===== config.mk =====
export PLATFORM = sky130hd
export DESIGN_NAME = rpia_ctrl
export DESIGN_NICKNAME = d
export VERILOG_FILES = /design/src/hdl/rpia_pkg.sv /design/src/hdl/rpia_ctrl.sv
export SDC_FILE = /design/constraint.sdc
export NUM_CORES = 1
export LEC_CHECK = 0
export BUFFER_PORTS_ARGS = -buffer_cell sky130_fd_sc_hd__buf_2
export CAP_MARGIN = 20
export CORE_AREA = 10 10 47 49
export CTS_BUF_LIST = sky130_fd_sc_hd__clkbuf_8
export CTS_CLUSTER_DIAMETER = 40
export CTS_CLUSTER_SIZE = 12
export DETAILED_ROUTE_END_ITERATION = 6
export DIE_AREA = 0 0 57 59
export SYNTH_ARGS = -nofsm -noshare
export SYNTH_HDL_FRONTEND = slang
export SYNTH_SLANG_ARGS = --single-unit
export TNS_END_PERCENT = 50

===== constraint.sdc =====
create_clock -name i_clk -period 1.6 [get_ports i_clk]
set_input_delay 0.4 -clock i_clk [delete_from_list [all_inputs] [get_ports i_clk]]
set_output_delay 0.4 -clock i_clk [all_outputs]
set_load 0.01 [all_outputs]

===== src/hdl/rpia_pkg.sv =====
package rpia_pkg;

    localparam int unsigned FIELD_ID_BITS  = 16;
    localparam int unsigned FIELD_TRY_BITS = 4;
    localparam int unsigned CFG_IDX_BITS   = 2;
    localparam int unsigned CFG_DATA_BITS  = 16;

    localparam logic [FIELD_ID_BITS-1:0]  LFSR_TAPS   = 16'hB400;
    localparam logic [FIELD_ID_BITS-1:0]  SEED_RESET  = 16'd44257;
    localparam logic [FIELD_ID_BITS-1:0]  SEED_FLOOR  = 16'h0001;
    localparam logic [FIELD_TRY_BITS-1:0] TRIES_RESET = 4'd8;

    localparam logic FUNC_ALLOC = 1'b0;
    localparam logic FUNC_FREE  = 1'b1;

    localparam logic [CFG_IDX_BITS-1:0] CFG_SEED  = 2'd0;
    localparam logic [CFG_IDX_BITS-1:0] CFG_TRIES = 2'd1;

    typedef struct packed {
        logic                     func;
        logic [FIELD_ID_BITS-1:0] release_id;
    } t_in;

    typedef struct packed {
        logic [FIELD_ID_BITS-1:0]  granted_id;
        logic                      gave_up;
        logic [FIELD_TRY_BITS-1:0] tries_used;
    } t_out;

    typedef enum logic [2:0] {
        S_CLEAR,
        S_IDLE,
        S_PROBE,
        S_TEST,
        S_GRANT
    } t_state;

    typedef struct packed {
        logic clr_we;
        logic free_we;
        logic start;
        logic probe;
        logic grant;
    } t_cmd;

    typedef struct packed {
        logic clr_last;
        logic rd_bit;
        logic tries_done;
        logic out_free;
    } t_status;

    function automatic logic [FIELD_ID_BITS-1:0] lfsr_next(input logic [FIELD_ID_BITS-1:0] s);
        logic [FIELD_ID_BITS-1:0] r;
        r = s >> 1;
        if (s[0]) begin
            r = r ^ LFSR_TAPS;
        end
        return r;
    endfunction

endpackage


===== src/hdl/rpia_ctrl.sv =====
module rpia_ctrl (
    input  logic             i_clk,
    input  logic             i_rst_n,
    input  logic             i_in_valid,
    input  logic             i_func,
    input  rpia_pkg::t_status i_status,
    output logic             o_in_ready,
    output rpia_pkg::t_cmd   o_cmd
);

    rpia_pkg::t_state r_state;
    rpia_pkg::t_state n_state;

    always_ff @(posedge i_clk) begin
        if (!i_rst_n) begin
            r_state <= rpia_pkg::S_CLEAR;
        end else begin
            r_state <= n_state;
        end
    end

    always_comb begin
        n_state = r_state;
        case (r_state)
            rpia_pkg::S_CLEAR: begin
                if (i_status.clr_last) begin
                    n_state = rpia_pkg::S_IDLE;
                end
            end
            rpia_pkg::S_IDLE: begin
                if (i_in_valid && i_func == rpia_pkg::FUNC_ALLOC) begin
                    n_state = rpia_pkg::S_PROBE;
                end
            end
            rpia_pkg::S_PROBE: begin
                n_state = rpia_pkg::S_TEST;
            end
            rpia_pkg::S_TEST: begin
                if (!i_status.rd_bit || i_status.tries_done) begin
                    n_state = rpia_pkg::S_GRANT;
                end else begin
                    n_state = rpia_pkg::S_PROBE;
                end
            end
            rpia_pkg::S_GRANT: begin
                if (i_status.out_free) begin
                    n_state = rpia_pkg::S_IDLE;
                end
            end
            default: begin
                n_state = rpia_pkg::S_CLEAR;
            end
        endcase
    end

    always_comb begin
        o_cmd      = '0;
        o_in_ready = 1'b0;
        case (r_state)
            rpia_pkg::S_CLEAR: begin
                o_cmd.clr_we = 1'b1;
            end
            rpia_pkg::S_IDLE: begin
                o_in_ready    = 1'b1;
                o_cmd.free_we = i_in_valid && i_func == rpia_pkg::FUNC_FREE;
                o_cmd.start   = i_in_valid && i_func == rpia_pkg::FUNC_ALLOC;
            end
            rpia_pkg::S_PROBE: begin
                o_cmd.probe = 1'b1;
            end
            rpia_pkg::S_TEST: begin
            end
            rpia_pkg::S_GRANT: begin
                o_cmd.grant = i_status.out_free;
            end
            default: begin
            end
        endcase
    end

endmodule


# Word-level counts from Yosys, hierarchy flattened
# Cells that the tools add are included.
classes:
  eq_ne: 7
  n_mux: 10
  n_bitwise: 1
  reduce_logical: 6
op_table:
  columns: ["operator", "n"]
  rows:
  - ["case mux 3 bit (5 select lines)", 1]
  - ["two-way mux 3 bit", 4]
  - ["== test 3 x 2 -> 1 bit, second input constant", 2]
  - ["inequality test 2 bit, second input constant", 3]
  - ["two-way mux 1 bit", 4]
  - ["== test 3 x 1 -> 1 bit, second input constant", 1]
  - ["== test 3 bit, second input constant", 1]
  - ["logical NOT 3 bit", 1]
  - ["AND reduction 3 bit", 1]
  - ["logical AND 1 bit", 2]
  - ["two-way mux 2 bit", 1]
  - ["logical NOT 1 bit", 1]
  - ["logical OR 1 bit", 1]
  - ["NOT 1 bit", 1]
word_totals:
  regBits: 3
  in_bits: 8
  output_inout_bits: 6
  elab_cells: 25

# Depth between registers and ports, before layout
# Gate-level depths: netlist of the first run.
depth:
  depth_word: 4
  ltp_mapped: 4
  ltp_nobuf: 3

# Worst setup path after synthesis of the first run
# OpenSTA, ideal clock, no wires.
synth_timing:
  path_kind: "register to output"
  start: "reg r_state[2]"
  end: "out o_cmd[2] (netlist name)"
  arrival_time_ps: 948
  required_ps: 1200
  setup_slack_ps: 252
  stages_incl_launch_ff: 5
  path_buffers: 1
  cell_sequence: "dfxtp_1 buf_6 nor3b_2 nand2_1 nor2_1"
synth_lines:
  columns: ["item", "line_no", "text"]
  rows:
  - ["start, declared", "rpia_ctrl.sv:11", "rpia_pkg::t_state r_state;"]
  - ["start signal, assigned", "rpia_ctrl.sv:16", "r_state <= rpia_pkg::S_CLEAR;"]
  - ["start signal, assigned", "rpia_ctrl.sv:18", "r_state <= n_state;"]
  - ["end, declared", "rpia_ctrl.sv:8", "output rpia_pkg::t_cmd o_cmd"]

==> results.sh, run 1 <==
export IMPL_gp_congestion=0.7152
export IMPL_p_sw_share_pct=29.53
export IMPL_critical_path_max_fanout=10
export IMPL_seq_power_share_pct=25.1
export IMPL_pwr_share_clk_pct=46.0
export IMPL_required_ns=1.20
export IMPL_dr_first_iter_drc_count=9
export IMPL_intPower_uw=329.9
export IMPL_cts_buffers=3
export IMPL_hold_class="in2reg"
export IMPL_cts_sinks=3
export IMPL_area_growth_pct=47.06
export IMPL_nNetsFinal=53
export IMPL_drc=0
export IMPL_vias_per_cell=4.583
export IMPL_start_kind="flip-flop"
export IMPL_syn_area_um2=255.2
export IMPL_critPathSlowestCell="dfxtp_4"
export IMPL_finalHoldViolCount=0
export IMPL_wl_per_cell_um=11.47
export IMPL_synthesis_instances=29
export IMPL_path_clk_slew_ns=0.03
export IMPL_placed_cell_area_um2=317.8
export IMPL_synth_avg_cell_area_um2=8.802
export IMPL_syn_nets=37
export IMPL_p_total_uw=468.2
export IMPL_num_vias=275
export IMPL_ant_nets=0
export IMPL_design_area_um2=375.4
export IMPL_dieWidth_um=57
export IMPL_endpoint_kind="output pin"
export IMPL_antenna_cells=0
export IMPL_largest_register_ffs=3
export IMPL_ys_ff_latch=3
export IMPL_ys_warn_count=0
export IMPL_synth_cell_types=22
export IMPL_h_tree_depth=1
export IMPL_synth_top_area_share_pct=23.53
export IMPL_cellPowerDensity_nw_per_um2=1247
export IMPL_tns_ns=0
export IMPL_initial_core_util_pct=18.21
export IMPL_die_area_um2=3363
export IMPL_antenna_found_initial=0
export IMPL_tightest_slew_ns=0.2421
export IMPL_relSlewSlack_pct=83.77
export IMPL_num_rows=14
export IMPL_cp_cell_sequence="nor3b_4 > and3_1 > buf_2"
export IMPL_outcome="completed"
export IMPL_pin_count=14
export IMPL_reg_top3="r_state (3)"
export IMPL_synth_sequential_area_ratio_pct=23.53
export IMPL_cts_tree="done"
export IMPL_crit_arrival_ns=1.10
export IMPL_period_share_pct=93.97
export IMPL_grt_pass1_wl_mm=1.110
export IMPL_dp_hpwl_um=540.6
export IMPL_yosys_area_top_type="dfxtp_1"
export IMPL_maxSlewViolCount=0
export IMPL_hold_buffers=0
export IMPL_worstSetupPathType="reg2out"
export IMPL_drive_gt1_share_pct=59.09
export IMPL_insertion_delay_ns=0.22
export IMPL_post_route_util_pct=26.79
export IMPL_switchingPower_uw=138.2
export IMPL_grt_pass1_vias=272
export IMPL_grt_overflow_total=0
export IMPL_min_period_ns=1.503
export IMPL_setup_viol=0
export IMPL_cap_violations=0
export IMPL_regMostFlops="r_state"
export IMPL_wl_um=688
export IMPL_grt_max_degree=11
export IMPL_peakVddDrop_mv=0.4340
export IMPL_skew_ns=0.001151
export IMPL_p_leak_uw=0.0001893
export IMPL_cpPeakStageDelay_ns=0.38
export IMPL_die_y_um=59
export IMPL_max_clock_freq_ghz=0.6651
export IMPL_grt_setup_unrepaired="false"
export IMPL_dr_pass1_iters=4
export IMPL_grt_total_usage_pct=4.483
export IMPL_synth_area_leaders="dfxtp_1 (24%), buf_6 (8.8%), and3_1 (4.9%)"
export IMPL_cts_root_buf="clkbuf_8"
export IMPL_comb_power_share_pct=28.9
export IMPL_io_buffers=13
export IMPL_cts_path_max_buffers=2
export IMPL_fp_coreArea_um2=1401
-- critical path, delay by kind of cell (launching register included) --
family                 cells  cell delay [ns]
DFF                        1             0.38
buffers and inverters      1             0.12
and+or+nand+nor            2             0.38
-- metrics by stage --
step	cells	setup WS, ns	hold slack (ns)
floorplan	29	0.2524	0.5105
CTS	60	0.02970	0.4615
detailed placement	56	0.1750	0.5769
global route	60	0.03300	0.4720
global placement	56	0.2401	0.5628
finish	60	0.09650	0.4541
-- layout make-up --
cell class	count	area [um^2]
clock buffer	3	41.29
clock inverter	1	3.754
fill	168	1026
inverter	1	3.754
multi-input combinational	23	175.2
sequential	3	66.31
tap	16	20.02
timing repair buffer	13	65.06
-- placed cells by master, fill, tap and decap left out, types with 2 or more instances in the layout --
cell type / n
inv_1: 2
clkbuf_8: 3
and3_1: 2
buf_2: 13
nand2_1: 2
dfxtp_2: 2
nor2_1: 2
nand2b_1: 2
-- cell usage after synthesis, drive strengths merged --
cell	number
inv	1
mux2i	1
nand3b	1
a211o	1
nor2	2
nor3	2
a21oi	1
buf	2
and2b	1
dfxtp	3
and3	3
o31ai	1
nand2b	2
and3b	1
or2	1
nand2	2
nand4b	1
nor4	1
nor3b	2
-- power groups by stage --
stage	sequential (uW)	combinational, uW	clock, uW
detailed placement	111	131	0
global route	120	153	233
floorplan	95.3	116	0
global placement	109	130	0
CTS	111	132	222
finish	117	135	215
-- kinds of logic (layout without fill, tap and decap cells) --
| logic type | count (synthesis) | count (layout) | synth area share [%] |
|---|---|---|---|
| AND/OR/NAND/NOR | 19 | 19 | 51.97 |
| AO/OA/AOI/OAI | 3 | 3 | 10.29 |
| flip-flops | 3 | 3 | 23.53 |
| buffers and inverters | 3 | 18 | 10.29 |
| multiplexers | 1 | 1 | 3.922 |
-- final timing paths --
| check | start | to | slack, ns | cells past startpoint |
|---|---|---|---|---|
| setup reg to reg | r_state[2] | r_state[1] | 0.50 | 3 |
| hold / removal | i_rst_n | r_state[2] | 0.45 | 3 |
| setup / recovery | r_state[0] | o_cmd[3] | 0.1 | 3 |
| hold reg to reg | r_state[0] | r_state[0] | 0.53 | 2 |
-- metal layers --
metal | wire, um | track usage (%) | vias up | part of all wire, %
li1 | - | - | 133 | -
met1 | 310 | 4.717 | 126 | 45
met2 | 286 | 5.426 | 16 | 42
met3 | 91 | 4.936 | 0 | 13
met4 | 0 | 2.013 | 0 | 0
met5 | 0 | 0 | - | 0
-- what timing repair did --
item	4_1_cts	5_1_grt
pin swaps	0	1
gates cloned	0	0
setup buffers	0	0
setup endpoints to repair	2	1
gates resized for setup	1	4
(Power assumes the default switching activity.)
==> run 2, diff against run 1 <==
--- a/config.mk
+++ b/config.mk
@@ -7,12 +7,13 @@
 export LEC_CHECK = 0
 export BUFFER_PORTS_ARGS = -buffer_cell sky130_fd_sc_hd__buf_2
 export CAP_MARGIN = 20
-export CORE_AREA = 10 10 47 49
+export CORE_AREA = 2 2 39 41
 export CTS_BUF_LIST = sky130_fd_sc_hd__clkbuf_8
 export CTS_CLUSTER_DIAMETER = 40
 export CTS_CLUSTER_SIZE = 12
 export DETAILED_ROUTE_END_ITERATION = 6
-export DIE_AREA = 0 0 57 59
+export DIE_AREA = 0 0 41 43
+export PLACE_DENSITY_LB_ADDON = 0.25
 export SYNTH_ARGS = -nofsm -noshare
 export SYNTH_HDL_FRONTEND = slang
 export SYNTH_SLANG_ARGS = --single-unit
==> run 2 against run 1 <==
Effect of this change: worst hold slack better by 0.0065 ns; clock-buffer cell count unchanged; worst setup slack worse by 0.011 ns; flip-flop and latch count unchanged; cell area down 0.67%; clock skew down 0.00058 ns; die area down 48%.
==> results.sh, run 2 (same netlist as run 1, synthesis figures left out) <==
export IMPL_design_area_um2=372.9
export IMPL_min_period_ns=1.514
export IMPL_layout_commonest_cell="buf_2"
export IMPL_insertion_delay_ns=0.22
export IMPL_cts_root_buf="clkbuf_8"
export IMPL_critical_path_max_fanout=8
export IMPL_relSlewSlack_pct=78.74
export IMPL_die_area_um2=1763
export IMPL_grt_pass1_vias=257
export IMPL_num_rows=14
export IMPL_cts_sinks=3
export IMPL_grt_total_usage_pct=8.325
export IMPL_wl_um=541
export IMPL_endpoint_kind="output pin"
export IMPL_num_vias=265
export IMPL_tightest_slew_ns=0.3185
export IMPL_path_clk_slew_ns=0.03
export IMPL_drc=0
export IMPL_finalHoldViolCount=0
export IMPL_cellPowerDensity_nw_per_um2=1244
export IMPL_hold_class="in2reg"
export IMPL_wl_per_cell_um=9.017
export IMPL_worstSetupPathType="reg2out"
export IMPL_cap_violations=0
export IMPL_gp_congestion=0.6250
export IMPL_tns_ns=0
export IMPL_antenna_found_initial=0
export IMPL_vias_per_cell=4.417
export IMPL_antenna_cells=0
export IMPL_regMostFlops="r_state"
export IMPL_grt_max_degree=11
export IMPL_layout_common_cells="buf_2 (13), clkbuf_8 (3)"
export IMPL_area_growth_pct=46.08
export IMPL_h_tree_depth=1
export IMPL_initial_core_util_pct=18.44
export IMPL_multi_input_area_um2=175.2
export IMPL_cts_buffers=3
export IMPL_io_buffers=13
export IMPL_dr_first_iter_drc_count=3
export IMPL_largest_register_ffs=3
export IMPL_cts_path_max_buffers=2
export IMPL_pin_count=14
export IMPL_maxSlewViolCount=0
export IMPL_p_total_uw=463.8
export IMPL_post_cts_setup_buffers=0
export IMPL_peakVddDrop_mv=0.3765
export IMPL_dieWidth_um=41
export IMPL_crit_arrival_ns=1.11
export IMPL_grt_overflow_total=0
export IMPL_fp_coreArea_um2=1384
export IMPL_seq_area_um2=63.81
export IMPL_max_clock_freq_ghz=0.6604
export IMPL_nFillCells=155
export IMPL_grt_setup_unrepaired="false"
export IMPL_hold_buffers=0
export IMPL_drive_gt1_share_pct=54.55
export IMPL_required_ns=1.20
export IMPL_skew_ns=0.0005735
export IMPL_grt_pass1_wl_um=924
export IMPL_p_leak_uw=0.0001883
export IMPL_die_y_um=43
export IMPL_period_share_pct=94.65
export IMPL_dr_pass1_iters=2
export IMPL_ant_nets=0
export IMPL_outcome="completed"
export IMPL_setup_viol=0
export IMPL_reg_top3="r_state (3)"
export IMPL_cts_tree="done"
export IMPL_start_kind="flip-flop"
export IMPL_placed_cell_area_um2=317.8
export IMPL_nNetsFinal=53
[run 2: cell counts in the layout (fill, tap and decap cells not counted)]
No cell type changed its count.
[run 2: path summary, 6_finish.rpt]
| path | start | endpoint | slack, ns | cells past startpoint |
|---|---|---|---|---|
| hold / removal | i_rst_n | r_state[2] | 0.46 | 3 |
| setup / recovery | r_state[1] | o_cmd[3] | 0.09 | 3 |
| setup reg to reg | r_state[2] | r_state[1] | 0.46 | 3 |
| hold reg to reg | r_state[0] | r_state[0] | 0.52 | 2 |
[run 2: power by group]
part | switching, uW | total (uW) | internal (uW)
Clock | 51.4 | 215 | 163
Combinational | 58.9 | 134 | 74.6
Sequential | 24.8 | 115 | 90.7
[run 2: metal layers]
layer	track usage, %	part of all wire [%]
met5	0	0
met4	10.00	1.8
met3	3.141	5.7
met2	11.56	50
met1	8.013	42
[run 2: through the flow]
| step | instances | hold WS, ns | setup slack [ns] | utilization [%] |
|---|---|---|---|---|
| after global routing | 60 | 0.4767 | 0.009234 | 26.94 |
| after floorplan | 29 | 0.5105 | 0.2524 | - |
| after global placement | 56 | 0.5602 | 0.2199 | 22.97 |
| final | 60 | 0.4607 | 0.08567 | 26.94 |
| after detailed placement | 56 | 0.5720 | 0.1947 | 22.97 |
| after CTS | 60 | 0.4630 | 0.05369 | 26.31 |
[run 2: area by class of cell]
| cell class | instances | share of cell area [%] |
|---|---|---|
| well taps | 16 | 5.369 |
| inverters | 1 | 1.007 |
| flip-flops and latches | 3 | 17.11 |
| clock inverters | 1 | 1.007 |
| clock buffers | 3 | 11.07 |
| repair buffers | 13 | 17.45 |
| multi-input cells | 23 | 46.98 |
[run 2: critical path, cell delays in order, from the launching register on]
cell and delay, ns:
dfxtp_1 0.38, nor3b_4 0.23, and3_1 0.17, buf_2 0.12
[run 2: what timing repair did]
item,4_1_cts,5_1_grt
setup endpoints to repair,2,2
gates resized for setup,1,2
pin swaps,0,1
